<file path="src/rtl/core/accel_tilt_pitch_roll_defines.svh">
// Assertion macros shared by the accel_tilt_pitch_roll RTL.
// Expects i_clk and i_rst_n in the scope that uses them.
`ifndef ACCEL_TILT_PITCH_ROLL_DEFINES_SVH
`define ACCEL_TILT_PITCH_ROLL_DEFINES_SVH

// same-cycle implication, disabled in reset
`define ATP_ASSERT_NOW(lbl, ante, cons, msg) \
    lbl: assert property (@(posedge i_clk) disable iff (!i_rst_n) (ante) |-> (cons)) \
        else $error(msg);

// next-cycle implication, disabled in reset
`define ATP_ASSERT_NEXT(lbl, ante, cons, msg) \
    lbl: assert property (@(posedge i_clk) disable iff (!i_rst_n) (ante) |=> (cons)) \
        else $error(msg);

`endif

</file>
<file path="src/rtl/core/atp_pkg.sv">
// Package for accel_tilt_pitch_roll: widths, CORDIC angle table, register map, types.
// No dependencies.
package atp_pkg;

    localparam int CORDIC_STAGES   = 16;
    localparam int ANGLE_FRAC_BITS = 13;
    localparam int TABLE_LEN       = 24;
    localparam int ACC_FRAC        = 30;

    localparam int IN_W   = 16;
    localparam int OUT_W  = 16;
    localparam int LIM_W  = 15;
    localparam int PRJ_W  = IN_W + 2;
    localparam int CW     = PRJ_W + CORDIC_STAGES + 2;
    localparam int AW     = ACC_FRAC + 4;
    localparam int RND_SH = ACC_FRAC - ANGLE_FRAC_BITS;
    localparam int IDX_W  = $clog2(TABLE_LEN);
    localparam int NS     = CORDIC_STAGES + 2;

    localparam int PADDR_W   = 3;
    localparam int PDATA_W   = 32;
    localparam int REG_IDX_W = PADDR_W - 2;
    localparam logic [REG_IDX_W-1:0] REG_ANGLE_LIMIT = REG_IDX_W'(0);

    typedef logic signed [CW-1:0]    t_cw;
    typedef logic signed [AW-1:0]    t_acc;
    typedef logic signed [PRJ_W-1:0] t_prj;
    typedef logic signed [IN_W-1:0]  t_sample;
    typedef logic signed [OUT_W-1:0] t_angle;
    typedef logic [LIM_W-1:0]        t_limit;

    localparam t_acc HALF_PI_Q30 = AW'(64'sd1686629713);
    localparam t_acc RND_HALF    = AW'(64'sd1 <<< (RND_SH - 1));
    localparam t_limit LIMIT_RST =
        LIM_W'((64'd1686629713 + (64'd1 << (RND_SH - 1))) >> RND_SH);

    // atan(2^-i) in Q30, truncated
    localparam t_acc ATAN_Q30 [TABLE_LEN] = '{
        AW'(64'sd843314856), AW'(64'sd497837829), AW'(64'sd263043836),
        AW'(64'sd133525158), AW'(64'sd67021686),  AW'(64'sd33543515),
        AW'(64'sd16775850),  AW'(64'sd8388437),   AW'(64'sd4194282),
        AW'(64'sd2097149),   AW'(64'sd1048575),   AW'(64'sd524287),
        AW'(64'sd262143),    AW'(64'sd131071),    AW'(64'sd65535),
        AW'(64'sd32767),     AW'(64'sd16383),     AW'(64'sd8191),
        AW'(64'sd4095),      AW'(64'sd2047),      AW'(64'sd1023),
        AW'(64'sd511),       AW'(64'sd255),       AW'(64'sd127)
    };

    // one CORDIC vector in flight
    typedef struct packed {
        t_cw  x;
        t_cw  y;
        t_acc acc;
        logic zero;
    } t_vec;

    // both angles of one sample
    typedef struct packed {
        t_vec pitch;
        t_vec roll;
    } t_stg;

endpackage

</file>
<file path="src/rtl/core/atp_prerot.sv">
// First pipeline stage: project the sample onto the stick axes, scale, quarter-turn.
// Depends on atp_pkg.
module atp_prerot (
    input  logic              i_clk,
    input  logic              i_rst_n,
    input  logic              i_vld,
    input  logic              i_en,
    input  atp_pkg::t_sample  i_accel_x,
    input  atp_pkg::t_sample  i_accel_y,
    input  atp_pkg::t_sample  i_accel_z,
    output logic              o_vld,
    output atp_pkg::t_stg     o_stg
);
    import atp_pkg::*;

    logic r_vld;
    t_stg r_stg;
    t_stg n_stg;
    t_prj w_nx;
    t_prj w_ny;
    t_prj w_nz;

    // turn a vector with negative x into the right half plane
    function automatic t_vec prerot(t_prj py, t_prj px);
        t_vec v;
        t_cw  sx;
        t_cw  sy;
        sx     = CW'(px) <<< CORDIC_STAGES;
        sy     = CW'(py) <<< CORDIC_STAGES;
        v.zero = (px == '0) && (py == '0);
        if (sx < 0) begin
            if (sy >= 0) begin
                v.x   = sy;
                v.y   = -sx;
                v.acc = HALF_PI_Q30;
            end else begin
                v.x   = -sy;
                v.y   = sx;
                v.acc = -HALF_PI_Q30;
            end
        end else begin
            v.x   = sx;
            v.y   = sy;
            v.acc = '0;
        end
        return v;
    endfunction

    assign w_nx = -PRJ_W'(i_accel_x);
    assign w_ny = -PRJ_W'(i_accel_y);
    assign w_nz = -PRJ_W'(i_accel_z);

    always_comb begin
        n_stg.pitch = prerot(w_nz, w_nx);
        n_stg.roll  = prerot(w_ny, w_nx);
    end

    always_ff @(posedge i_clk) begin
        if (!i_rst_n) begin
            r_vld <= 1'b0;
        end else if (i_en) begin
            r_vld <= i_vld;
        end
    end

    always_ff @(posedge i_clk) begin
        if (i_en && i_vld) begin
            r_stg <= n_stg;
        end
    end

    assign o_vld = r_vld;
    assign o_stg = r_stg;
endmodule

</file>
<file path="config.mk">
export PLATFORM = sky130hd
export DESIGN_NAME = atp_prerot
export DESIGN_NICKNAME = d
export VERILOG_FILES = /design/src/rtl/core/accel_tilt_pitch_roll_defines.svh /design/src/rtl/core/atp_pkg.sv /design/src/rtl/core/atp_prerot.sv
export SDC_FILE = /design/constraint.sdc
export NUM_CORES = 1
export LEC_CHECK = 0
export BUFFER_PORTS_ARGS = -buffer_cell sky130_fd_sc_hd__buf_2
export CAP_MARGIN = 30
export CORE_AREA = 5 5 160 162
export CTS_CLUSTER_SIZE = 8
export DETAILED_ROUTE_END_ITERATION = 8
export DIE_AREA = 0 0 165 167
export PLACE_DENSITY_LB_ADDON = 0.25
export SLEW_MARGIN = 0
export SYNTH_ARGS = -nofsm -noshare
export SYNTH_HDL_FRONTEND = slang
export SYNTH_SLANG_ARGS = --single-unit
</file>
<file path="constraint.sdc">
create_clock -name i_clk -period 7.4 [get_ports i_clk]
set_input_delay 0.37 -clock i_clk [delete_from_list [all_inputs] [get_ports i_clk]]
set_output_delay 0.37 -clock i_clk [all_outputs]
set_load 0.03 [all_outputs]
</file>
==> impl_metrics.py <==
metrics = {
    "final_layout": {
        "drive_gt1_share_pct": 26.52,
        "nNetsFinal": 955,
        "final_util_pct": 33.12,
        "synthToLayoutAreaGrowth_pct": 12.12,
        "final_cells": 1231,
        "nFillCells": 2581,
    },
    "worst_setup_path": {
        "cp.required_ns": 7.48,
        "worstPathCellList": "buf_2, or4_1, nor2_1, a21o_1, inv_2, and3_1, a2111oi_0, o21ai_1",
        "crit_type": "input port to flop",
        "critPathMaxFanout": 22,
        "end_kind": "flop",
        "reg2reg_depth": 2,
        "crit_start": "i_accel_z[4]",
        "slowest_delay_ns": 0.59,
        "slowest_stage": "or4_1",
        "critPathLaunchType": "input port",
        "r2r-start": "o_vld",
        "worstPathArrival_ns": 3.14,
    },
    "logic_synthesis": {
        "async_flop_share_pct": 0,
        "synth_edf_count": 87,
        "synth.distinct_cells": 69,
        "netlist_area_mm2": 0.007079,
        "yosys-mux-area-fraction_pct": 0.7246,
        "ys_warn_count": 0,
        "syn_area_per_cell_um2": 9.041,
        "synth_compound_area_share_pct": 14.55,
        "synthSimpleGateAreaFrac_pct": 19.23,
        "synth-seq-cells": 88,
        "synth_top_family_by_area": "simple AND/OR/NAND/NOR gates",
        "synth_top_flop_cell": "edfxtp_1",
        "synthAdderAreaFrac_pct": 0.5302,
        "syn_inst": 783,
        "synth_xor_area_share_pct": 10.76,
        "seq_area_frac_synth_pct": 37.19,
    },
    "grt": {
        "antenna_found_initial": 3,
        "overflow": 0,
        "grt_max_degree": 76,
        "grt_pass1_wl_um": 32110,
        "grt_pass1_vias": 5555,
        "grt.total_usage_pct": 15.14,
    },
    "place": {
        "place_hpwl_um": 16660,
        "place.gp.congestion": 0.8647,
        "placed_cells": 1213,
        "io_buffers": 202,
    },
    "routing": {
        "drcViolationCount": 0,
        "ant_nets": 0,
        "wl_um": 21530,
        "post_drt_wl_per_cell_um": 17.49,
        "drtIter0Drc": 350,
        "dr_total_vias": 5923,
        "viasPerCell": 4.812,
        "firstDrtPassIters": 5,
    },
    "clock_network": {
        "htree_levels": 3,
        "clk_pin_slew_worst_paths_ns": 0.06,
        "worstSkewPairLatency_ns": 0.34,
        "ctsResizeCount": 0,
        "cts_made_buffers": 9,
        "hold_buffers": 0,
        "cts_setup_buffers": 0,
        "cts-root-buf": "clkbuf_16",
        "cts_buffer_depth": 2,
        "cts_tree": "built",
        "clock_sinks": 88,
    },
    "timing": {
        "min_period_ns": 3.060,
        "tns_ns": 0,
        "finalCritPeriodShare_pct": 41.35,
        "slew_violations": 0,
        "max_freq_ghz": 0.3268,
        "hold_viol": 0,
        "relSlewSlack_pct": 37.97,
        "rsz0062_at_grt": "no",
        "clock_skew_ns": 0,
        "tightest_slew_ns": 0.9291,
        "finalSetupViolCount": 0,
    },
    "hold_path": {
        "min_from": "i_rst_n",
        "hp-class": "input port to flop",
        "holdPathStages": 2,
    },
    "flow_run": {
        "cap_violations": 0,
    },
    "floorplanning": {
        "dieHeight_um": 167,
        "die_area_mm2": 0.02756,
        "start_util_pct": 29.54,
        "io_pins": 267,
        "coreArea_mm2": 0.02396,
        "fp.dieW_um": 165,
        "rows": 57,
    },
    "run_status": {
        "status": "finished, final reports clean",
    },
    "power": {
        "vdd_drop_max_v": 0.00008062,
        "power_density_mw_per_mm2": 185.3,
        "pwr-share-comb_pct": 29.9,
        "swShare_pct": 36.64,
        "power.leakage_uw": 0.003080,
        "p_int_uw": 931.9,
        "clkPwrFrac_pct": 28.6,
        "switchingPower_uw": 539.0,
        "seqPwrFrac_pct": 41.5,
    },
}
cell usage after synthesis (5+ instances only):
cell      number  area (um2)
nand3_1       16       80.08
edfxtp_1      87        2613
nor2b_1        6       37.54
nor3_1        31       155.2
or4_1          9       67.56
a31oi_1        5       31.28
or3_1         14       87.58
o21ai_0       24       120.1
a21o_1         5       37.54
nor4b_1        5       43.79
a21oi_1       33       165.2
and3_1         6       37.54
a41oi_1        8       70.07
buf_2          6       30.03
nand2_1       55       206.5
o21a_1         6       45.04
and4_1         7       61.31
o21ai_1       19       95.09
clkbuf_1      26       97.59
xor2_1        32       280.3
nand3b_1       5       37.54
xnor2_1       55       481.7
nand4_1       12       75.07
buf_4        127       953.4
nor4_1         9       56.30
o31ai_1        6       45.04
o211ai_1       6       45.04
inv_1         18       67.56
and2_1         5       31.28
buf_1          8       30.03
nand2b_1       5       31.28
nor2_1        52       195.2
o22ai_1        8       50.05
state kept, by name (all words and copies together) (netlist names):
signal / count
o_vld: 1
o_stg: 87
layout by cell type (no fill, tap or decap), types with 5 or more instances in the layout:
cell / synthesis / final
o31ai_1: 6 / 6
nor2b_1: 6 / 6
inv_1: 18 / 18
nor3_1: 31 / 31
edfxtp_1: 87 / 87
o21a_1: 6 / 6
a21o_1: 5 / 5
and3_1: 6 / 6
nand2_1: 55 / 55
o211ai_1: 6 / 6
buf_2: 6 / 202
and4_1: 7 / 7
xor2_1: 32 / 32
nor4_1: 9 / 9
a41oi_1: 8 / 8
xnor2_1: 55 / 55
nor4b_1: 5 / 5
clkbuf_16: 0 / 9
o21ai_1: 19 / 19
or4_1: 9 / 9
o21ai_0: 24 / 24
o22ai_1: 8 / 8
a31oi_1: 5 / 5
a21oi_1: 33 / 33
nand3b_1: 5 / 5
nand2b_1: 5 / 5
conb_1: 1 / 70
nand3_1: 16 / 16
nand4_1: 12 / 12
or3_1: 14 / 14
nor2_1: 52 / 52
worst max-delay path: cells and delay by family:
kind	cells	cell delay, ns
compound gates	3	1.07
simple gates	3	1.21
buf+inv	2	0.49
final cells by class:
cell class | count | area [um2] | share of cell area, %
diodes | 2 | 5.005 | 0.06305
clock buffers | 9 | 225.2 | 2.837
clock inverters | 7 | 38.79 | 0.4887
inverters | 21 | 78.83 | 0.9931
multi-input cells | 575 | 3518 | 44.33
flip-flops and latches | 88 | 2633 | 33.17
well taps | 324 | 405.4 | 5.107
repair buffers | 205 | 1033 | 13.02
kinds of logic after synthesis:
family | count (synthesis)
other cells | 1
fa+ha+maj | 3
simple gates | 255
flops | 88
xor+xnor | 87
mux | 5
buf+inv | 189
compound gates | 155
final timing paths:
kind | endpoint | slack (ns)
min | o_vld | 0.23
min reg2reg | o_vld | 0.58
max reg2reg | o_vld | 6.72
max | o_stg[172] | 4.34
metrics by stage:
step / setup WS [ns] / total power [uW] / cell area (um2) / hold WS [ns]
finish: 4.340 / 1471 / 7938 / 0.2272
detailed placement: 4.010 / 1062 / 7669 / 0.5605
CTS: 4.398 / 1490 / 7933 / 0.2109
global placement: 4.093 / 1064 / 7669 / 0.5566
global route: 4.011 / 1543 / 7935 / 0.2163
floorplan: 4.539 / 991.6 / 7338 / 0.4875
power by group through the flow:
stage | registers, uW | clock network (uW) | logic [uW]
after floorplan | 698 | 0 | 294
after global placement | 622 | 0 | 442
after detailed placement | 621 | 0 | 441
after CTS | 612 | 435 | 443
after global routing | 615 | 454 | 474
final | 611 | 420 | 440
layer usage:
| layer | vias up | share of wire (%) | track usage [%] |
|---|---|---|---|
| li1 | 2865 | - | - |
| met4 | 2 | 1.4 | 4.882 |
| met1 | 2761 | 44 | 20.25 |
| met5 | - | 0.060 | 0 |
| met3 | 21 | 8.4 | 3.386 |
| met2 | 274 | 46 | 24.22 |
No activity file was read; power rests on OpenSTA's default activity.
