<file path="config.mk">
export PLATFORM = sky130hd
export DESIGN_NAME = atp_apb
export DESIGN_NICKNAME = d
export VERILOG_FILES = /design/src/rtl/core/accel_tilt_pitch_roll_defines.svh /design/src/rtl/core/atp_pkg.sv /design/src/rtl/core/atp_apb.sv
export SDC_FILE = /design/constraint.sdc
export NUM_CORES = 1
export LEC_CHECK = 0
export ABC_AREA = 1
export BUFFER_PORTS_ARGS = -buffer_cell sky130_fd_sc_hd__buf_2
export CAP_MARGIN = 10
export CORE_MARGIN = 1
export CORE_UTILIZATION = 33
export CTS_CLUSTER_SIZE = 8
export DETAILED_ROUTE_END_ITERATION = 7
export GPL_TIMING_DRIVEN = 0
export PLACE_DENSITY = 0.8
export SYNTH_ARGS = -nofsm -noshare
export SYNTH_HDL_FRONTEND = slang
export SYNTH_SLANG_ARGS = --single-unit
</file>
<file path="constraint.sdc">
create_clock -name i_clk -period 0.8 [get_ports i_clk]
set_clock_uncertainty 0.1 [all_clocks]
set_input_delay 0.04 -clock i_clk [delete_from_list [all_inputs] [get_ports i_clk]]
set_output_delay 0.04 -clock i_clk [all_outputs]
set_load 0.01 [all_outputs]
</file>
<file path="src/rtl/core/accel_tilt_pitch_roll_defines.svh">
// Assertion macros shared by the accel_tilt_pitch_roll RTL.
// Expects i_clk and i_rst_n in the scope that uses them.
`ifndef ACCEL_TILT_PITCH_ROLL_DEFINES_SVH
`define ACCEL_TILT_PITCH_ROLL_DEFINES_SVH

// same-cycle implication, disabled in reset
`define ATP_ASSERT_NOW(lbl, ante, cons, msg) \
    lbl: assert property (@(posedge i_clk) disable iff (!i_rst_n) (ante) |-> (cons)) \
        else $error(msg);

// next-cycle implication, disabled in reset
`define ATP_ASSERT_NEXT(lbl, ante, cons, msg) \
    lbl: assert property (@(posedge i_clk) disable iff (!i_rst_n) (ante) |=> (cons)) \
        else $error(msg);

`endif

</file>
<file path="src/rtl/core/atp_pkg.sv">
// Package for accel_tilt_pitch_roll: widths, CORDIC angle table, register map, types.
// No dependencies.
package atp_pkg;

    localparam int CORDIC_STAGES   = 16;
    localparam int ANGLE_FRAC_BITS = 13;
    localparam int TABLE_LEN       = 24;
    localparam int ACC_FRAC        = 30;

    localparam int IN_W   = 16;
    localparam int OUT_W  = 16;
    localparam int LIM_W  = 15;
    localparam int PRJ_W  = IN_W + 2;
    localparam int CW     = PRJ_W + CORDIC_STAGES + 2;
    localparam int AW     = ACC_FRAC + 4;
    localparam int RND_SH = ACC_FRAC - ANGLE_FRAC_BITS;
    localparam int IDX_W  = $clog2(TABLE_LEN);
    localparam int NS     = CORDIC_STAGES + 2;

    localparam int PADDR_W   = 3;
    localparam int PDATA_W   = 32;
    localparam int REG_IDX_W = PADDR_W - 2;
    localparam logic [REG_IDX_W-1:0] REG_ANGLE_LIMIT = REG_IDX_W'(0);

    typedef logic signed [CW-1:0]    t_cw;
    typedef logic signed [AW-1:0]    t_acc;
    typedef logic signed [PRJ_W-1:0] t_prj;
    typedef logic signed [IN_W-1:0]  t_sample;
    typedef logic signed [OUT_W-1:0] t_angle;
    typedef logic [LIM_W-1:0]        t_limit;

    localparam t_acc HALF_PI_Q30 = AW'(64'sd1686629713);
    localparam t_acc RND_HALF    = AW'(64'sd1 <<< (RND_SH - 1));
    localparam t_limit LIMIT_RST =
        LIM_W'((64'd1686629713 + (64'd1 << (RND_SH - 1))) >> RND_SH);

    // atan(2^-i) in Q30, truncated
    localparam t_acc ATAN_Q30 [TABLE_LEN] = '{
        AW'(64'sd843314856), AW'(64'sd497837829), AW'(64'sd263043836),
        AW'(64'sd133525158), AW'(64'sd67021686),  AW'(64'sd33543515),
        AW'(64'sd16775850),  AW'(64'sd8388437),   AW'(64'sd4194282),
        AW'(64'sd2097149),   AW'(64'sd1048575),   AW'(64'sd524287),
        AW'(64'sd262143),    AW'(64'sd131071),    AW'(64'sd65535),
        AW'(64'sd32767),     AW'(64'sd16383),     AW'(64'sd8191),
        AW'(64'sd4095),      AW'(64'sd2047),      AW'(64'sd1023),
        AW'(64'sd511),       AW'(64'sd255),       AW'(64'sd127)
    };

    // one CORDIC vector in flight
    typedef struct packed {
        t_cw  x;
        t_cw  y;
        t_acc acc;
        logic zero;
    } t_vec;

    // both angles of one sample
    typedef struct packed {
        t_vec pitch;
        t_vec roll;
    } t_stg;

endpackage

</file>
<file path="src/rtl/core/atp_apb.sv">
// APB configuration register file for accel_tilt_pitch_roll (angle_limit).
// Depends on atp_pkg.
module atp_apb (
    input  logic                          i_clk,
    input  logic                          i_rst_n,
    input  logic                          psel,
    input  logic                          penable,
    input  logic                          pwrite,
    input  logic [atp_pkg::PADDR_W-1:0]   paddr,
    input  logic [atp_pkg::PDATA_W-1:0]   pwdata,
    output logic [atp_pkg::PDATA_W-1:0]   prdata,
    output logic                          pready,
    output atp_pkg::t_limit               o_limit
);
    import atp_pkg::*;

    t_limit                 r_limit;
    logic [REG_IDX_W-1:0]   w_idx;
    logic                   w_wr;

    assign pready = 1'b1;
    assign w_idx  = paddr[PADDR_W-1:2];
    assign w_wr   = psel && penable && pwrite && pready;

    always_ff @(posedge i_clk) begin
        if (!i_rst_n) begin
            r_limit <= LIMIT_RST;
        end else if (w_wr && (w_idx == REG_ANGLE_LIMIT)) begin
            r_limit <= pwdata[LIM_W-1:0];
        end
    end

    always_comb begin
        unique case (w_idx)
            REG_ANGLE_LIMIT: prdata = PDATA_W'(r_limit);
            default:         prdata = '0;
        endcase
    end

    assign o_limit = r_limit;
endmodule

</file>
==> flow_metrics.py, run 1 <==
metrics = {
    "timing": {
        "min_period_over_period": 1.32,
        "timing.final.hold_violations": 10,
        "drv_slew": 0,
        "whs_ns": -0.0821,
        "setup_ws_ns": -0.255,
        "fmax_ghz": 0.948,
        "rsz0062_at_grt": "yes",
        "finalSetupViolCount": 35,
        "finalWorstPathRequiredPeriod_ns": 1.06,
    },
    "placed_design": {
        "dp_slack_ns": -0.169,
        "place.gp.congestion": 0.679,
        "post-dp-hpwl_um": 1590,
        "port_buffers": 49,
    },
    "critical_path": {
        "slowest_stage": "dfxtp_2",
        "regToRegSetupSlack_ns": -0.13,
        "arrival_ns": 0.92,
        "cp-end-kind": "primary output",
        "cpPeakStageDelay_ns": 0.35,
        "crit_fanout": 2,
        "crit_type": "flop to primary output",
        "cp_cell_sequence": "inv_1 > nor2_1 > buf_2",
        "cp.required_ns": 0.66,
        "critPathLaunchType": "flop",
    },
    "clocking": {
        "cts_root_buf": "clkbuf_4",
        "cts_buffer_depth": 2,
        "tritoncts": "done",
        "clkTransAtPathRegs_ns": 0.10,
        "cts_made_buffers": 3,
        "cts_hold_buffers": 5,
        "cts.sinks": 15,
        "clk_latency_ns": 0.28,
        "htreeDepth": 1,
    },
    "floorplan": {
        "fp.dieW_um": 55.6,
        "fp.dieH_um": 55.6,
        "die_area_mm2": 0.00309,
        "rows": 19,
        "placeableCoreArea_mm2": 0.00273,
        "start_util": 0.347,
        "io_pins": 88,
    },
    "routing": {
        "drt-vias-per-instance": 3.98,
        "drt.antenna.violating_nets": 0,
        "drtPass1Iterations": 4,
        "drt-total-wl_um": 2460,
        "via_count": 1054,
        "drcViolationCount": 0,
        "routedWlPerCell_um": 9.29,
        "drt-initial-drc-count": 19,
    },
    "cells_and_area": {
        "mostFrequentLayoutCell": "buf_2",
        "area_growth_pct": 79.3,
        "largest_reg_flops": 15,
        "layout_common_cells": "buf_2 (37), buf_6 (28), buf_4 (22)",
        "antennaDiodeCount": 0,
        "layout.nets": 275,
        "drive_gt1_frac": 0.577,
    },
    "yosys": {
        "yosysWarnings": 0,
        "syn-cell-area_um2": 948,
        "synth.distinct_cells": 16,
        "syn_inst": 144,
        "syn_area_per_cell_um2": 6.59,
        "ys_ff_latch": 15,
        "yosysSeqAreaShare": 0.317,
    },
    "global_route": {
        "grt_usage": 0.154,
        "overflow": 0,
        "first_global_vias": 875,
        "grt_first_pass_wirelength_um": 3770,
        "antenna_found_initial": 0,
        "grt_max_degree": 11,
    },
    "power_and_ir_drop": {
        "irDropWorstVdd_mv": 0.811,
        "p_leak_nw": 0.987,
        "power_w": 0.00179,
        "p_per_area_mw_per_mm2": 1050,
    },
    "run": {
        "maxCapViolCount": 0,
    },
    "run_status": {
        "violations": "hold timing, setup timing",
        "status": "finished, violations left",
    },
    "min_path": {
        "hp-class": "input pin to flop",
    },
}
## through the flow
| stage | hold slack, ns | cell area (um^2) | util | std cells | setup TNS (ns) |
|---|---|---|---|---|---|
| final | -0.0821 | 1700 | 0.622 | 265 | -5.80 |
| after floorplan | 0.0607 | 1010 | - | 160 | 0 |
| after CTS | -0.0897 | 1550 | 0.567 | 256 | -4.87 |
| after global routing | -0.0957 | 1700 | 0.622 | 265 | -7.43 |
| after global placement | 0.152 | 1290 | 0.474 | 240 | -2.07 |
| after detailed placement | 0.156 | 1290 | 0.474 | 240 | -2.20 |
## path summary, 6_finish.rpt
path,startpoint,endpoint,depth (start not counted)
worst min-delay path,i_rst_n,o_limit[10],3
worst min register to register,o_limit[12],o_limit[12],2
worst max-delay path,o_limit[7],prdata[7],3
worst max register to register,o_limit[13],o_limit[13],4
## power by group
part           internal [W]  switching (W)  total, W
registers          0.000776      0.0000236  0.000799
clock network      0.000186       0.000261  0.000447
logic              0.000287       0.000254  0.000541
## routing by layer
| layer | wire length, um | vias up | track usage |
|---|---|---|---|
| met3 | 114 | 4 | 0.0186 |
| met5 | 0 | - | 0 |
| met4 | 36 | 0 | 0.0536 |
| li1 | - | 561 | - |
| met2 | 1300 | 37 | 0.293 |
| met1 | 1010 | 452 | 0.174 |
## critical path, delay by kind of cell (launching register included)
family                 cells  cell delay [ns]
buffers and inverters      2             0.19
DFF                        1             0.35
and+or+nand+nor            1             0.09
## what timing repair did
| item | CTS | global route |
|---|---|---|
| setup endpoints to repair | 30 | 37 |
| buffers inserted | 7 | 9 |
| endpoints found under the hold margin | 15 | 8 |
| pin swaps | 0 | 8 |
| gates resized for setup | 35 | 27 |
## layout make-up
cell class	count	area, um^2
fill	245	1030
timing repair buffer	70	552
multi-input combinational	93	472
sequential	15	322
buffer	24	183
inverter	28	106
tap	31	38.8
clock buffer	3	22.5
clock inverter	1	5.00
## Yosys cell counts
cell / n / area, um^2
inv_1: 27 / 101
nor2_1: 26 / 97.6
nand2_1: 21 / 78.8
buf_4: 19 / 143
dfxtp_1: 15 / 300
nand3_1: 15 / 75.1
nor2_2: 10 / 62.6
buf_2: 2 / 10.0
conb_1: 2 / 7.51
buf_6: 1 / 11.3
buf_8: 1 / 15.0
clkbuf_1: 1 / 3.75
clkinv_2: 1 / 5.00
nand2_2: 1 / 6.26
nand2_4: 1 / 11.3
nor2_8: 1 / 20.0
## cell families after synthesis
family | synth area share
simple gates | 0.371
buf+inv | 0.305
flops | 0.317
other cells | 0.00792
(Power assumes the default switching activity.)
==> run 2, diff against run 1 <==
--- a/config.mk
+++ b/config.mk
@@ -9,11 +9,11 @@
 export BUFFER_PORTS_ARGS = -buffer_cell sky130_fd_sc_hd__buf_2
 export CAP_MARGIN = 10
 export CORE_MARGIN = 1
-export CORE_UTILIZATION = 33
+export CORE_UTILIZATION = 39
 export CTS_CLUSTER_SIZE = 8
 export DETAILED_ROUTE_END_ITERATION = 7
 export GPL_TIMING_DRIVEN = 0
-export PLACE_DENSITY = 0.8
+export PLACE_DENSITY = 0.88
 export SYNTH_ARGS = -nofsm -noshare
 export SYNTH_HDL_FRONTEND = slang
 export SYNTH_SLANG_ARGS = --single-unit
==> constraint.sdc (replaced) <==
create_clock -name i_clk -period 1.3 [get_ports i_clk]
set_clock_uncertainty 0.1 [all_clocks]
set_input_delay 0.065 -clock i_clk [delete_from_list [all_inputs] [get_ports i_clk]]
set_output_delay 0.065 -clock i_clk [all_outputs]
set_load 0.01 [all_outputs]
==> run 2 against run 1 <==
Against the previous run:
- the run now ends clean
- critical path depth up 2
- flip-flop and latch count unchanged
- register-to-register slack gained 0.73 ns
- first-iteration DRC count shrank 53%
- highest routed layer unchanged
- wire length is 14% lower
- die area decreased by 15%
- via count fell by 9.3%
==> flow_metrics.py, run 2 (same netlist as run 1, synthesis figures left out) <==
metrics = {
    "cells_and_area": {
        "area_growth_pct": 48.2,
        "layout.nets": 263,
        "largest_reg_flops": 15,
        "mostFrequentLayoutCell": "buf_2",
        "antennaDiodeCount": 0,
        "layout_common_cells": "buf_2 (51), inv_1 (27), nor2_1 (26)",
        "drive_gt1_frac": 0.401,
    },
    "floorplan": {
        "rows": 17,
        "start_util": 0.421,
        "fp.dieW_um": 51.3,
        "die_area_mm2": 0.00263,
        "placeableCoreArea_mm2": 0.00225,
        "fp.dieH_um": 51.3,
        "io_pins": 88,
    },
    "critical_path": {
        "cp-end-kind": "flop",
        "crit_type": "input pin to flop",
        "timing.rr.start": "o_limit[10]",
        "crit_fanout": 10,
        "cp.required_ns": 1.42,
        "crit_path_start": "i_rst_n",
        "critPathLaunchType": "input pin",
        "arrival_ns": 1.30,
    },
    "clocking": {
        "post_cts_buffers": 0,
        "cts_buffer_depth": 2,
        "clk_latency_ns": 0.27,
        "cts_repair_resize_count": 0,
        "clkTransAtPathRegs_ns": 0.09,
        "cts_root_buf": "clkbuf_4",
        "cts_made_buffers": 3,
        "htreeDepth": 1,
        "cts.sinks": 15,
        "tritoncts": "done",
        "cts_hold_buffers": 9,
    },
    "routing": {
        "routedWlPerCell_um": 8.50,
        "drtPass1Iterations": 3,
        "drt.antenna.violating_nets": 0,
        "drt-initial-drc-count": 9,
        "drcViolationCount": 0,
        "drt-vias-per-instance": 3.82,
        "drt-total-wl_um": 2130,
        "via_count": 956,
    },
    "timing": {
        "setup_ws_ns": 0.121,
        "fin_tns_setup_ns": 0,
        "whs_ns": 0.00464,
        "fmax_ghz": 0.848,
        "timing.final.hold_violations": 0,
        "drv_slew": 0,
        "finalWorstPathRequiredPeriod_ns": 1.18,
        "min_period_over_period": 0.907,
        "rsz0062_at_grt": "no",
        "finalSetupViolCount": 0,
    },
    "global_route": {
        "first_global_vias": 763,
        "grt_max_degree": 11,
        "antenna_found_initial": 0,
        "grt_usage": 0.171,
        "grt_first_pass_wirelength_um": 3340,
        "overflow": 0,
    },
    "min_path": {
        "min-delay-start": "pwdata[7]",
        "hp-class": "input pin to flop",
    },
    "run": {
        "maxCapViolCount": 0,
    },
    "placed_design": {
        "port_buffers": 49,
        "post-dp-hpwl_um": 1560,
        "place.gp.congestion": 0.621,
        "dp_slack_ns": 0.325,
    },
    "power_and_ir_drop": {
        "irDropWorstVdd_mv": 0.428,
        "p_leak_nw": 0.875,
        "power_w": 0.00102,
        "p_per_area_mw_per_mm2": 727,
    },
    "run_status": {
        "status": "finished, final reports clean",
    },
}
run 2: cell types whose count changed in the layout (fill, tap and decap cells not counted), moves of 3 or more:
cell,delta
buf_2,+14
buf_4,-3
buf_6,-27
dfxtp_1,+15
dfxtp_2,-14
dlygate4sd3_1,+4
inv_1,+6
inv_2,-6
nor2_1,+6
nor2_4,-6
run 2: final timing paths:
check / slack, ns / cells past startpoint / end
worst min-delay path: 0.005 / 5 / o_limit[7]
worst max register to register: 0.60 / 2 / o_limit[10]
worst min register to register: 0.38 / 2 / o_limit[6]
worst max-delay path: 0.12 / 5 / o_limit[3]
run 2: critical path, cell delays in order:
cell,delay (ns)
dlygate4sd3_1,0.52
buf_2,0.15
clkbuf_1,0.35
nand2_1,0.12
nor2_2,0.08
run 2: per-layer routing:
layer	vias to the layer above	global-route usage	routed length, um
li1	535	-	-
met1	383	0.185	901
met2	36	0.346	1100
met3	2	0.0179	103
met4	0	0.0405	19
met5	-	0	0
run 2: area by class of cell:
cell class | count | area [um^2]
buffer | 24 | 183
clock buffer | 4 | 26.3
fill | 233 | 850
inverter | 28 | 106
multi-input combinational | 93 | 419
sequential | 15 | 300
tap | 28 | 35.0
timing repair buffer | 58 | 335
run 2: per-stage QoR:
step / util / instance area (um^2) / std cells
floorplan: - / 1010 / 160
global placement: 0.572 / 1290 / 237
detailed placement: 0.572 / 1290 / 237
CTS: 0.623 / 1410 / 250
global route: 0.623 / 1410 / 250
finish: 0.623 / 1410 / 250
run 2: power breakdown:
| part | switching (W) | internal, W |
|---|---|---|
| combinational | 0.000138 | 0.000134 |
| clock | 0.000144 | 0.000119 |
| sequential | 0.0000120 | 0.000476 |
| total | 0.000294 | 0.000728 |
