### src/rtl/core/accel_tilt_pitch_roll_defines.svh
// Assertion macros shared by the accel_tilt_pitch_roll RTL.
// Expects i_clk and i_rst_n in the scope that uses them.
`ifndef ACCEL_TILT_PITCH_ROLL_DEFINES_SVH
`define ACCEL_TILT_PITCH_ROLL_DEFINES_SVH

// same-cycle implication, disabled in reset
`define ATP_ASSERT_NOW(lbl, ante, cons, msg) \
    lbl: assert property (@(posedge i_clk) disable iff (!i_rst_n) (ante) |-> (cons)) \
        else $error(msg);

// next-cycle implication, disabled in reset
`define ATP_ASSERT_NEXT(lbl, ante, cons, msg) \
    lbl: assert property (@(posedge i_clk) disable iff (!i_rst_n) (ante) |=> (cons)) \
        else $error(msg);

`endif

### src/rtl/core/atp_pkg.sv
// Package for accel_tilt_pitch_roll: widths, CORDIC angle table, register map, types.
// No dependencies.
package atp_pkg;

    localparam int CORDIC_STAGES   = 16;
    localparam int ANGLE_FRAC_BITS = 13;
    localparam int TABLE_LEN       = 24;
    localparam int ACC_FRAC        = 30;

    localparam int IN_W   = 16;
    localparam int OUT_W  = 16;
    localparam int LIM_W  = 15;
    localparam int PRJ_W  = IN_W + 2;
    localparam int CW     = PRJ_W + CORDIC_STAGES + 2;
    localparam int AW     = ACC_FRAC + 4;
    localparam int RND_SH = ACC_FRAC - ANGLE_FRAC_BITS;
    localparam int IDX_W  = $clog2(TABLE_LEN);
    localparam int NS     = CORDIC_STAGES + 2;

    localparam int PADDR_W   = 3;
    localparam int PDATA_W   = 32;
    localparam int REG_IDX_W = PADDR_W - 2;
    localparam logic [REG_IDX_W-1:0] REG_ANGLE_LIMIT = REG_IDX_W'(0);

    typedef logic signed [CW-1:0]    t_cw;
    typedef logic signed [AW-1:0]    t_acc;
    typedef logic signed [PRJ_W-1:0] t_prj;
    typedef logic signed [IN_W-1:0]  t_sample;
    typedef logic signed [OUT_W-1:0] t_angle;
    typedef logic [LIM_W-1:0]        t_limit;

    localparam t_acc HALF_PI_Q30 = AW'(64'sd1686629713);
    localparam t_acc RND_HALF    = AW'(64'sd1 <<< (RND_SH - 1));
    localparam t_limit LIMIT_RST =
        LIM_W'((64'd1686629713 + (64'd1 << (RND_SH - 1))) >> RND_SH);

    // atan(2^-i) in Q30, truncated
    localparam t_acc ATAN_Q30 [TABLE_LEN] = '{
        AW'(64'sd843314856), AW'(64'sd497837829), AW'(64'sd263043836),
        AW'(64'sd133525158), AW'(64'sd67021686),  AW'(64'sd33543515),
        AW'(64'sd16775850),  AW'(64'sd8388437),   AW'(64'sd4194282),
        AW'(64'sd2097149),   AW'(64'sd1048575),   AW'(64'sd524287),
        AW'(64'sd262143),    AW'(64'sd131071),    AW'(64'sd65535),
        AW'(64'sd32767),     AW'(64'sd16383),     AW'(64'sd8191),
        AW'(64'sd4095),      AW'(64'sd2047),      AW'(64'sd1023),
        AW'(64'sd511),       AW'(64'sd255),       AW'(64'sd127)
    };

    // one CORDIC vector in flight
    typedef struct packed {
        t_cw  x;
        t_cw  y;
        t_acc acc;
        logic zero;
    } t_vec;

    // both angles of one sample
    typedef struct packed {
        t_vec pitch;
        t_vec roll;
    } t_stg;

endpackage

### src/rtl/core/atp_round_clamp.sv
// Last pipeline stage: round the Q30 angles, clamp to the limit, hold the result.
// Depends on atp_pkg.
module atp_round_clamp (
    input  logic              i_clk,
    input  logic              i_rst_n,
    input  logic              i_vld,
    input  logic              i_en,
    input  atp_pkg::t_stg     i_stg,
    input  atp_pkg::t_limit   i_limit,
    output logic              o_vld,
    output atp_pkg::t_angle   o_pitch,
    output atp_pkg::t_angle   o_roll
);
    import atp_pkg::*;

    logic   r_vld;
    t_angle r_pitch;
    t_angle r_roll;
    t_angle n_pitch;
    t_angle n_roll;
    t_acc   w_lim;

    // round half up, clamp symmetrically, force zero vector to zero
    function automatic t_angle round_clamp(t_vec v, t_acc lim);
        t_acc r;
        r = (v.acc + RND_HALF) >>> RND_SH;
        if (v.zero) begin
            r = '0;
        end
        if (r > lim) begin
            r = lim;
        end
        if (r < -lim) begin
            r = -lim;
        end
        return r[OUT_W-1:0];
    endfunction

    assign w_lim = AW'(i_limit);

    always_comb begin
        n_pitch = round_clamp(i_stg.pitch, w_lim);
        n_roll  = round_clamp(i_stg.roll, w_lim);
    end

    always_ff @(posedge i_clk) begin
        if (!i_rst_n) begin
            r_vld <= 1'b0;
        end else if (i_en) begin
            r_vld <= i_vld;
        end
    end

    always_ff @(posedge i_clk) begin
        if (i_en && i_vld) begin
            r_pitch <= n_pitch;
            r_roll  <= n_roll;
        end
    end

    assign o_vld   = r_vld;
    assign o_pitch = r_pitch;
    assign o_roll  = r_roll;
endmodule

### config.mk
export PLATFORM = sky130hd
export DESIGN_NAME = atp_round_clamp
export DESIGN_NICKNAME = d
export VERILOG_FILES = /design/src/rtl/core/accel_tilt_pitch_roll_defines.svh /design/src/rtl/core/atp_pkg.sv /design/src/rtl/core/atp_round_clamp.sv
export SDC_FILE = /design/constraint.sdc
export NUM_CORES = 1
export LEC_CHECK = 0
export BUFFER_PORTS_ARGS = -buffer_cell sky130_fd_sc_hd__buf_4
export CAP_MARGIN = 20
export CORE_MARGIN = 5
export CORE_UTILIZATION = 51
export CTS_CLUSTER_DIAMETER = 50
export DETAILED_ROUTE_END_ITERATION = 10
export GPL_TIMING_DRIVEN = 0
export HOLD_SLACK_MARGIN = 0.02
export PLACE_DENSITY = 0.86
export SKIP_CTS_REPAIR_TIMING = 1
export SYNTH_ARGS = -nofsm -noshare
export SYNTH_HDL_FRONTEND = slang
export SYNTH_SLANG_ARGS = --single-unit
### constraint.sdc
create_clock -name i_clk -period 13.7 [get_ports i_clk]
set_clock_uncertainty 0.1 [all_clocks]
set_input_delay 0.685 -clock i_clk [delete_from_list [all_inputs] [get_ports i_clk]]
set_output_delay 0.685 -clock i_clk [all_outputs]
set_load 0.03 [all_outputs]
==> results.sh, run 1 <==
export IMPL_result_of_the_run="complete, no violations"
export IMPL_synthToLayoutAreaGrowth_pct=19.6
export IMPL_synth_commonest_cells="sky130_fd_sc_hd__ha_1 (94), sky130_fd_sc_hd__nor2_1 (75), sky130_fd_sc_hd__inv_1 (58)"
export IMPL_finalSetupViolCount=0
export IMPL_synthMostInstantiatedCell="sky130_fd_sc_hd__ha_1"
export IMPL_cts_made_buffers=5
export IMPL_avgViaCountPerCell=6.01
export IMPL_rows=36
export IMPL_unrepaired_setup_endpoints_after_global_routing="no"
export IMPL_wl_met2_um=6960
export IMPL_final_antenna_net_count=0
export IMPL_hold_path_depth=2
export IMPL_layout_area_seq_um2=981
export IMPL_wirelength_met1_um=6600
export IMPL_async_flop_share_pct=0
export IMPL_ff2ff_path_depth=2
export IMPL_critical_path_top_cell_by_count="sky130_fd_sc_hd__ha_1"
export IMPL_fmaxAchievable_mhz=138
export IMPL_fin_crit_sh_pct=52.8
export IMPL_relSlewSlack_pct=55.7
export IMPL_hpwl_um=12900
export IMPL_cap_violations=0
export IMPL_hold_viol=0
export IMPL_critPathSlowestCell="sky130_fd_sc_hd__a2111oi_0"
export IMPL_grt_pass1_vias=4780
export IMPL_post_dp_cell_area_um2=5940
export IMPL_fillers=839
export IMPL_initial_core_util_pct=52.2
export IMPL_synth_mux_area_fraction_pct=10.3
export IMPL_final_net_count=1029
export IMPL_dpl_cell_count=828
export IMPL_synth_area_leader_cell="sky130_fd_sc_hd__ha_1"
export IMPL_worst_slew_pin_transition_ps=665
export IMPL_p_leak_nw=3.07
export IMPL_gr_usage_all_layers_pct=25.7
export IMPL_multiInputGateArea_um2=3790
export IMPL_setup_worst_path_end_class="flop"
export IMPL_postSynth_topFlopCell="sky130_fd_sc_hd__edfxtp_1"
export IMPL_clock_sinks=33
export IMPL_yosys_cell_types_count=54
export IMPL_tritoncts_clock_tree="built"
export IMPL_fp_dieW_um=110
export IMPL_power_density_nw_per_um2=71.6
export IMPL_synth_seq_cells=33
export IMPL_max_vdd_ir_drop_v=0.0000514
export IMPL_synthesized_area_fraction_occupied_by_adder_cells_pct=23.2
export IMPL_drc=0
export IMPL_num_io_pins=266
export IMPL_dr_total_vias=5025
export IMPL_gr_total_overflow=0
export IMPL_grt_first_pass_wirelength_um=24200
export IMPL_synth_simple_gate_area_share_pct=21.1
export IMPL_synth_compound_gate_area_share_pct=13.5
export IMPL_synthesis_yosys_warnings=0
export IMPL_met3_wirelength_um=1190
export IMPL_layout_drive_gt1_share_pct=18.2
export IMPL_post_synth_top_area_fraction_pct=23.2
export IMPL_finalCoreUtilization_pct=62.4
export IMPL_postSynthCellCount=605
export IMPL_total_of_buffers_placed_on_input_and_output_ports=89
export IMPL_finalCriticalPeriod_ps=7240
export IMPL_synth_xor_xnor_area_share_pct=6.56
export IMPL_critical_path_peak_fanout=10
export IMPL_cts_root_buf="sky130_fd_sc_hd__clkbuf_8"
export IMPL_drt_wirelength_per_cell_um=18.2
export IMPL_number_of_synthesized_flops_with_an_enable_pin=32
export IMPL_yosysSeqAreaShare_pct=19.3
export IMPL_post_synth_cell_area_avg_um2=8.39
export IMPL_timing_critical_path_arrival_ps=7170
export IMPL_final_total_negative_setup_slack_ps=0
export IMPL_clkLatencyLatePin_ps=290
export IMPL_crit_type="in2reg"
export IMPL_die_h_um=110
export IMPL_number_of_detailed_route_iterations_in_the_first_pass=5
export IMPL_routed_top_layer="met4"
export IMPL_synth_net_count=932
export IMPL_cts_reportedPaths_clkPinSlew_ps=70
export IMPL_final_wirelength_um=15200
export IMPL_clock_path_buffers=2
export IMPL_synth_area_top_cells="sky130_fd_sc_hd__ha_1 (23%), sky130_fd_sc_hd__edfxtp_1 (19%), sky130_fd_sc_hd__mux2i_1 (7.7%)"
export IMPL_antenna_diode_count=0
export IMPL_worst_path_largest_cell_delay_ps=580
export IMPL_final_cell_area_um2=6070
export IMPL_worst_endpoint_required_ps=13640
export IMPL_final_estimated_routing_congestion_in_global_placement=0.974
export IMPL_grt_antenna_before_repair=0
export IMPL_startpoint_type="primary input"
export IMPL_fp_dieArea_um2=12000
export IMPL_final_instance_count_excl_fill=836
export IMPL_worstHoldPathType="in2reg"
export IMPL_htreeDepth=2
export IMPL_floorplan_core_area_um2=9730
export IMPL_largest_net_degree_at_the_start_of_global_routing=23
export IMPL_synth_cell_area_um2=5070
export IMPL_violation_count_after_the_first_detailed_routing_iteration=365
export IMPL_synth_top_family_by_area="adder cells"
export IMPL_timing_max_transition_violations_final=0
export IMPL_post_layout_total_power_mw=0.435
==> cells by family after synthesis <==
| group | count (synthesis) |
|---|---|
| AOI/OAI and AO/OA | 107 |
| buffers and inverters | 73 |
| DFF | 33 |
| xor gates and xnor gates | 38 |
| adders and majority gates | 94 |
| and+or+nand+nor | 210 |
| muxes | 50 |
==> cells in the final DEF, fill, tap and decap left out, types with 3 or more instances in the layout <==
master                     count
sky130_fd_sc_hd__nor4_1        3
sky130_fd_sc_hd__clkbuf_8      5
sky130_fd_sc_hd__o22ai_1       3
sky130_fd_sc_hd__nand2b_1      5
sky130_fd_sc_hd__buf_2         6
sky130_fd_sc_hd__or3_1         4
sky130_fd_sc_hd__a211o_1       3
sky130_fd_sc_hd__a211oi_1      7
sky130_fd_sc_hd__a21oi_1      39
sky130_fd_sc_hd__nand4_1      25
sky130_fd_sc_hd__mux2_2        9
sky130_fd_sc_hd__clkbuf_1      3
sky130_fd_sc_hd__o211ai_1      3
sky130_fd_sc_hd__nor2_1       75
sky130_fd_sc_hd__a21o_1       20
sky130_fd_sc_hd__ha_1         94
sky130_fd_sc_hd__o21ai_0      15
sky130_fd_sc_hd__xor2_1       15
sky130_fd_sc_hd__o21a_1        5
sky130_fd_sc_hd__nor3_1       14
sky130_fd_sc_hd__nor2b_1       3
sky130_fd_sc_hd__buf_4        90
sky130_fd_sc_hd__mux2i_1      39
sky130_fd_sc_hd__nand2_1      30
sky130_fd_sc_hd__inv_1        58
sky130_fd_sc_hd__buf_6         3
sky130_fd_sc_hd__edfxtp_1     32
sky130_fd_sc_hd__and4_1        5
sky130_fd_sc_hd__xnor2_1      23
sky130_fd_sc_hd__and3_1        4
sky130_fd_sc_hd__nand3_1      28
==> power by group <==
group	switching, mW	internal [mW]	total [mW]	leakage (nW)
registers	0.00324	0.124	0.127	0.297
clock network	0.0387	0.0723	0.111	0.0681
logic	0.119	0.0772	0.196	2.71
total	0.161	0.273	0.435	3.07
==> path summary, 6_finish.rpt <==
kind              start         end  slack (ps)
max          i_stg[124]  o_pitch[1]        6460
min             i_rst_n       o_vld         490
max reg2reg       o_vld       o_vld       12910
min reg2reg       o_vld       o_vld         500
==> cell type report <==
cell class / count / share of cell area [%]
Multi-Input combinational cell: 499 / 62.4
Sequential cell: 33 / 16.2
Timing Repair Buffer: 90 / 11.5
Inverter: 58 / 3.59
Tap cell: 133 / 2.74
Buffer: 15 / 1.48
Clock buffer: 5 / 1.13
Clock inverter: 3 / 1.07
==> per-layer routing <==
metal	track usage, %	vias up
met4	7.57	0
li1	-	2408
met3	2.82	38
met2	41.8	233
met1	35.9	2346
met5	0	-
==> through the flow <==
| step | hold WS (ps) | setup slack (ps) |
|---|---|---|
| CTS | 496 | 6610 |
| global placement | 466 | 6430 |
| global route | 514 | 6080 |
| finish | 495 | 6460 |
| detailed placement | 494 | 6330 |
| floorplan | 647 | 7510 |
==> critical path: cells and delay by family <==
kind	cells	cell delay [ps]
buf+inv	5	880
mux	1	360
xor+xnor	1	160
compound gates	10	2420
fa+ha+maj	4	1110
simple gates	8	1570
==> state kept, by name (all words and copies together) (netlist names) <==
signal and flops:
o_vld 1, o_pitch 16, o_roll 16
No activity file was read; power rests on OpenSTA's default activity.
==> run 2, diff against run 1 <==
--- a/config.mk
+++ b/config.mk
@@ -8,12 +8,12 @@
 export BUFFER_PORTS_ARGS = -buffer_cell sky130_fd_sc_hd__buf_4
 export CAP_MARGIN = 20
 export CORE_MARGIN = 5
-export CORE_UTILIZATION = 51
+export CORE_UTILIZATION = 43
 export CTS_CLUSTER_DIAMETER = 50
 export DETAILED_ROUTE_END_ITERATION = 10
 export GPL_TIMING_DRIVEN = 0
 export HOLD_SLACK_MARGIN = 0.02
-export PLACE_DENSITY = 0.86
+export PLACE_DENSITY = 0.77
 export SKIP_CTS_REPAIR_TIMING = 1
 export SYNTH_ARGS = -nofsm -noshare
 export SYNTH_HDL_FRONTEND = slang
==> constraint.sdc (replaced) <==
create_clock -name i_clk -period 6.2 [get_ports i_clk]
set_clock_uncertainty 0.1 [all_clocks]
set_input_delay 0.31 -clock i_clk [delete_from_list [all_inputs] [get_ports i_clk]]
set_output_delay 0.31 -clock i_clk [all_outputs]
set_load 0.03 [all_outputs]
==> run 2 against run 1 <==
Net effect: final cell count increased by 2.5%; largest cell class unchanged; global-route usage decreased by 5.1 points; sequential share of layout area decreased by 0.93 points; non-clock buffer count increased by 11; combinational power increased by 150%; highest routed layer unchanged; worst setup slack got worse by 6300 ps; first-iteration DRC count decreased by 15%; clock-buffer cell count increased by 1.
==> results.sh, run 2 (synthesis results as in run 1) <==
export IMPL_result_of_the_run="complete, no violations"
export IMPL_final_net_count=1040
export IMPL_total_of_buffers_placed_on_input_and_output_ports=89
export IMPL_cts_made_buffers=5
export IMPL_clock_sinks=33
export IMPL_timing_max_transition_violations_final=0
export IMPL_fmaxAchievable_mhz=166
export IMPL_grt_pass1_vias=4749
export IMPL_fin_crit_sh_pct=97.4
export IMPL_finalCriticalPeriod_ps=6040
export IMPL_fp_dieArea_um2=14100
export IMPL_worstHoldPathType="in2reg"
export IMPL_gr_usage_all_layers_pct=20.6
export IMPL_startpoint_type="primary input"
export IMPL_worst_slack_ps=163
export IMPL_cts_root_buf="sky130_fd_sc_hd__clkbuf_16"
export IMPL_tritoncts_clock_tree="built"
export IMPL_layout_area_seq_um2=981
export IMPL_cap_violations=0
export IMPL_gr_total_overflow=0
export IMPL_layout_drive_gt1_share_pct=23.5
export IMPL_final_estimated_routing_congestion_in_global_placement=1.04
export IMPL_avgViaCountPerCell=5.79
export IMPL_rows=39
export IMPL_clkLatencyLatePin_ps=270
export IMPL_violation_count_after_the_first_detailed_routing_iteration=312
export IMPL_worst_endpoint_required_ps=6120
export IMPL_drt_wirelength_per_cell_um=18.1
export IMPL_hold_viol=0
export IMPL_fillers=1038
export IMPL_worst_slew_pin_transition_ps=634
export IMPL_power_density_nw_per_um2=154
export IMPL_dp_worst_setup_slack_ps=-937
export IMPL_drc=0
export IMPL_synthToLayoutAreaGrowth_pct=26.9
export IMPL_relSlewSlack_pct=57.4
export IMPL_multiInputGateArea_um2=4020
export IMPL_number_of_detailed_route_iterations_in_the_first_pass=5
export IMPL_holdWs_ps=137
export IMPL_critical_path_peak_fanout=10
export IMPL_timing_critical_path_arrival_ps=5950
export IMPL_crit_type="in2reg"
export IMPL_clock_path_buffers=2
export IMPL_largest_net_degree_at_the_start_of_global_routing=25
export IMPL_most_common_layout_cells="sky130_fd_sc_hd__buf_4 (100), sky130_fd_sc_hd__ha_1 (90), sky130_fd_sc_hd__nor2_1 (71)"
export IMPL_grt_first_pass_wirelength_um=23900
export IMPL_setup_worst_path_end_class="flop"
export IMPL_num_io_pins=266
export IMPL_hpwl_um=13000
export IMPL_final_wirelength_um=15500
export IMPL_post_layout_total_power_mw=0.994
export IMPL_finalSetupViolCount=0
export IMPL_most_common_cell_after_layout_fill_and_taps_aside="sky130_fd_sc_hd__buf_4"
export IMPL_dr_total_vias=4962
export IMPL_floorplan_core_area_um2=11500
export IMPL_max_vdd_ir_drop_v=0.000103
export IMPL_grt_antenna_before_repair=0
export IMPL_die_h_um=119
export IMPL_critPathSlowestCell="sky130_fd_sc_hd__or4_4"
export IMPL_p_leak_nw=3.16
export IMPL_final_antenna_net_count=0
export IMPL_worst_path_largest_cell_delay_ps=480
export IMPL_fp_dieW_um=119
export IMPL_antenna_diode_count=0
export IMPL_htreeDepth=2
export IMPL_initial_core_util_pct=44.1
export IMPL_cts_reportedPaths_clkPinSlew_ps=50
-- run 2: report_power, final --
group | switching (mW) | internal [mW]
registers | 0.00537 | 0.274
logic | 0.284 | 0.200
clock network | 0.0841 | 0.147
total | 0.373 | 0.621
-- run 2: path summary, 6_finish.rpt --
path	startpoint	to	slack, ps	cells past startpoint
setup / recovery	i_stg[124]	o_pitch[1]	160	28
hold / removal	i_rst_n	o_vld	140	2
setup reg to reg	o_vld	o_vld	5410	2
hold reg to reg	o_vld	o_vld	490	2
-- run 2: per-stage QoR --
step	cell area, µm²	setup TNS (ps)	util (%)	std cells
CTS	6090	-15810	52.9	846
floorplan	5070	0	-	605
global placement	5920	-20230	51.4	837
detailed placement	5950	-24120	51.7	838
global route	6440	-40.0	55.9	857
finish	6440	0	55.9	857
-- run 2: cell type report --
class	count	share of cell area, %
multi-input combinational	499	62.4
buffer	15	1.94
tap	143	2.78
clock buffer	6	2.00
clock inverter	2	0.155
timing repair buffer	101	12.1
sequential	33	15.2
inverter	58	3.38
-- run 2: critical path, delay by kind of cell --
family	cells	cell delay (ps)
and+or+nand+nor	7	1450
xor gates and xnor gates	1	180
buffers and inverters	5	660
AOI/OAI and AO/OA	10	1900
muxes	1	360
adders and majority gates	4	1070
-- run 2: layer usage --
layer | track usage, % | vias up | part of all wire [%]
li1 | - | 2437 | -
met1 | 29.1 | 2306 | 44
met2 | 33.4 | 196 | 47
met3 | 2.15 | 23 | 6.4
met4 | 6.23 | 0 | 2.0
met5 | 0 | - | 0
==> run 3, diff against run 2 <==
--- a/config.mk
+++ b/config.mk
@@ -7,13 +7,16 @@
 export LEC_CHECK = 0
 export BUFFER_PORTS_ARGS = -buffer_cell sky130_fd_sc_hd__buf_4
 export CAP_MARGIN = 20
+export CELL_PAD_IN_SITES_DETAIL_PLACEMENT = 1
+export CELL_PAD_IN_SITES_GLOBAL_PLACEMENT = 1
 export CORE_MARGIN = 5
-export CORE_UTILIZATION = 43
+export CORE_UTILIZATION = 30
+export CTS_BUF_LIST = sky130_fd_sc_hd__clkbuf_8 sky130_fd_sc_hd__clkbuf_16
 export CTS_CLUSTER_DIAMETER = 50
 export DETAILED_ROUTE_END_ITERATION = 10
 export GPL_TIMING_DRIVEN = 0
 export HOLD_SLACK_MARGIN = 0.02
-export PLACE_DENSITY = 0.77
+export PLACE_DENSITY_LB_ADDON = 0.1
 export SKIP_CTS_REPAIR_TIMING = 1
 export SYNTH_ARGS = -nofsm -noshare
 export SYNTH_HDL_FRONTEND = slang
==> run 3 against run 2 <==
Net effect: non-clock buffer count increased by 3; maximum frequency is 1.0% higher; first-iteration DRC count is 45% lower; sequential cell count stayed put; via count decreased by 1.5%; final cell count rose by 9.3%; global-route usage decreased by 3.3 points; clock power rose by 17%; utilization decreased by 16 points.
==> results.sh, run 3 (synthesis results as in run 1) <==
export IMPL_result_of_the_run="complete, no violations"
export IMPL_final_net_count=1043
export IMPL_die_h_um=140
export IMPL_fp_dieArea_um2=19600
export IMPL_wirelength_met1_um=8090
export IMPL_wl_met2_um=8720
export IMPL_finalSetupViolCount=0
export IMPL_clkLatencyLatePin_ps=290
export IMPL_crit_type="in2reg"
export IMPL_number_of_detailed_route_iterations_in_the_first_pass=4
export IMPL_rr_startpoint="o_vld"
export IMPL_worstHoldPathType="in2reg"
export IMPL_hpwl_um=14900
export IMPL_tritoncts_clock_tree="built"
export IMPL_p_leak_nw=3.18
export IMPL_setup_slack_of_the_worst_register_to_register_path_ps=5400
export IMPL_finalCriticalPeriod_ps=5980
export IMPL_hp_start="i_rst_n"
export IMPL_grt_pass1_vias=5072
export IMPL_drt_wirelength_per_cell_um=18.9
export IMPL_layout_drive_gt1_share_pct=25.2
export IMPL_timing_max_transition_violations_final=0
export IMPL_cap_violations=0
export IMPL_floorplan_core_area_um2=16600
export IMPL_rows=47
export IMPL_fmaxAchievable_mhz=167
export IMPL_avgViaCountPerCell=5.21
export IMPL_fin_crit_sh_pct=96.4
export IMPL_timing_critical_path_arrival_ps=5910
export IMPL_clock_sinks=33
export IMPL_antenna_diode_count=0
export IMPL_critical_path_top_cell_by_count="sky130_fd_sc_hd__buf_6"
export IMPL_relSlewSlack_pct=43.3
export IMPL_htreeDepth=2
export IMPL_final_antenna_net_count=0
export IMPL_hold_viol=0
export IMPL_total_of_buffers_placed_on_input_and_output_ports=89
export IMPL_finalCoreUtilization_pct=40.1
export IMPL_most_common_layout_cells="sky130_fd_sc_hd__buf_4 (102), sky130_fd_sc_hd__ha_1 (89), sky130_fd_sc_hd__nor2_1 (70)"
export IMPL_met3_wirelength_um=591
export IMPL_final_wirelength_um=17800
export IMPL_final_estimated_routing_congestion_in_global_placement=0.914
export IMPL_critPathSlowestCell="sky130_fd_sc_hd__or4_4"
export IMPL_endpoint_of_the_most_critical_register_to_register_path="o_vld"
export IMPL_fillers=1963
export IMPL_max_vdd_ir_drop_v=0.0000929
export IMPL_drc=0
export IMPL_worst_slew_pin_transition_ps=851
export IMPL_holdWs_ps=142
export IMPL_clock_path_buffers=2
export IMPL_power_density_nw_per_um2=158
export IMPL_ff2ff_path_depth=2
export IMPL_cts_root_buf="sky130_fd_sc_hd__clkbuf_16"
export IMPL_hold_path_depth=2
export IMPL_dpl_cell_count=914
export IMPL_cts_reportedPaths_clkPinSlew_ps=60
export IMPL_largest_net_degree_at_the_start_of_global_routing=34
export IMPL_critical_path_peak_fanout=10
export IMPL_startpoint_type="primary input"
export IMPL_num_io_pins=266
export IMPL_synthToLayoutAreaGrowth_pct=30.9
export IMPL_routed_top_layer="met4"
export IMPL_dr_total_vias=4886
export IMPL_grt_antenna_before_repair=0
export IMPL_final_total_negative_setup_slack_ps=0
export IMPL_gr_usage_all_layers_pct=17.4
export IMPL_worst_path_largest_cell_delay_ps=540
export IMPL_cts_made_buffers=5
export IMPL_grt_first_pass_wirelength_um=27100
export IMPL_hold_path_end="o_vld"
export IMPL_fp_dieW_um=140
export IMPL_final_instance_count_excl_fill=937
export IMPL_most_common_cell_after_layout_fill_and_taps_aside="sky130_fd_sc_hd__buf_4"
export IMPL_violation_count_after_the_first_detailed_routing_iteration=171
export IMPL_initial_core_util_pct=30.6
export IMPL_timing_critical_path_buf_inv=5
export IMPL_gr_total_overflow=0
export IMPL_cp_top_family="compound AO/OA/AOI/OAI gates"
export IMPL_setup_worst_path_end_class="flop"
export IMPL_worst_endpoint_required_ps=6130
## run 3: changes by cell type in the layout (fill, tap and decap cells not counted), sizes merged
cell           before  now
buf               110  113
clkbuf             11   13
clkdlybuf4s15       1    0
clkinv              2    1
## run 3: area by class of cell
| class | instances | area, µm² | share of cell area, % |
|---|---|---|---|
| buffer | 15 | 146 | 2.20 |
| clock buffer | 7 | 153 | 2.30 |
| clock inverter | 1 | 5.00 | 0.0753 |
| inverter | 58 | 218 | 3.28 |
| multi-input combinational | 499 | 4070 | 61.3 |
| sequential | 33 | 981 | 14.8 |
| tap | 220 | 275 | 4.14 |
| timing repair buffer | 104 | 796 | 12.0 |
## run 3: report_power, final
| part | total (mW) | internal, mW | switching, mW | leakage, nW |
|---|---|---|---|---|
| sequential | 0.280 | 0.274 | 0.00558 | 0.297 |
| combinational | 0.499 | 0.213 | 0.286 | 2.81 |
| clock | 0.270 | 0.170 | 0.0998 | 0.0799 |
| total | 1.05 | 0.657 | 0.392 | 3.18 |
## run 3: how the worst max path moves through the flow
stage                       end  cells past startpoint  startpoint  slack [ps]
global route         o_roll[11]                     28   i_stg[19]         -30
detailed placement    o_roll[7]                     30   i_stg[17]        -860
global placement     o_pitch[7]                     30  i_stg[124]        -790
floorplan           o_pitch[14]                     28  i_stg[124]         380
finish              o_pitch[14]                     28  i_stg[124]         220
CTS                   o_roll[7]                     30   i_stg[17]        -600
## run 3: routing by layer
metal | track usage (%) | up-vias
li1 | - | 2446
met5 | 0 | -
met1 | 22.3 | 2338
met3 | 3.00 | 23
met2 | 30.3 | 79
met4 | 4.33 | 0
## run 3: stage by stage
step / total power [mW] / cell area [µm²] / setup slack (ps)
2_1_floorplan: 0.553 / 5070 / 381
3_3_place_gp: 0.704 / 6020 / -786
3_5_place_dp: 0.715 / 6020 / -862
4_1_cts: 0.994 / 6180 / -595
5_1_grt: 1.12 / 6650 / -31.3
6_report: 1.05 / 6650 / 223
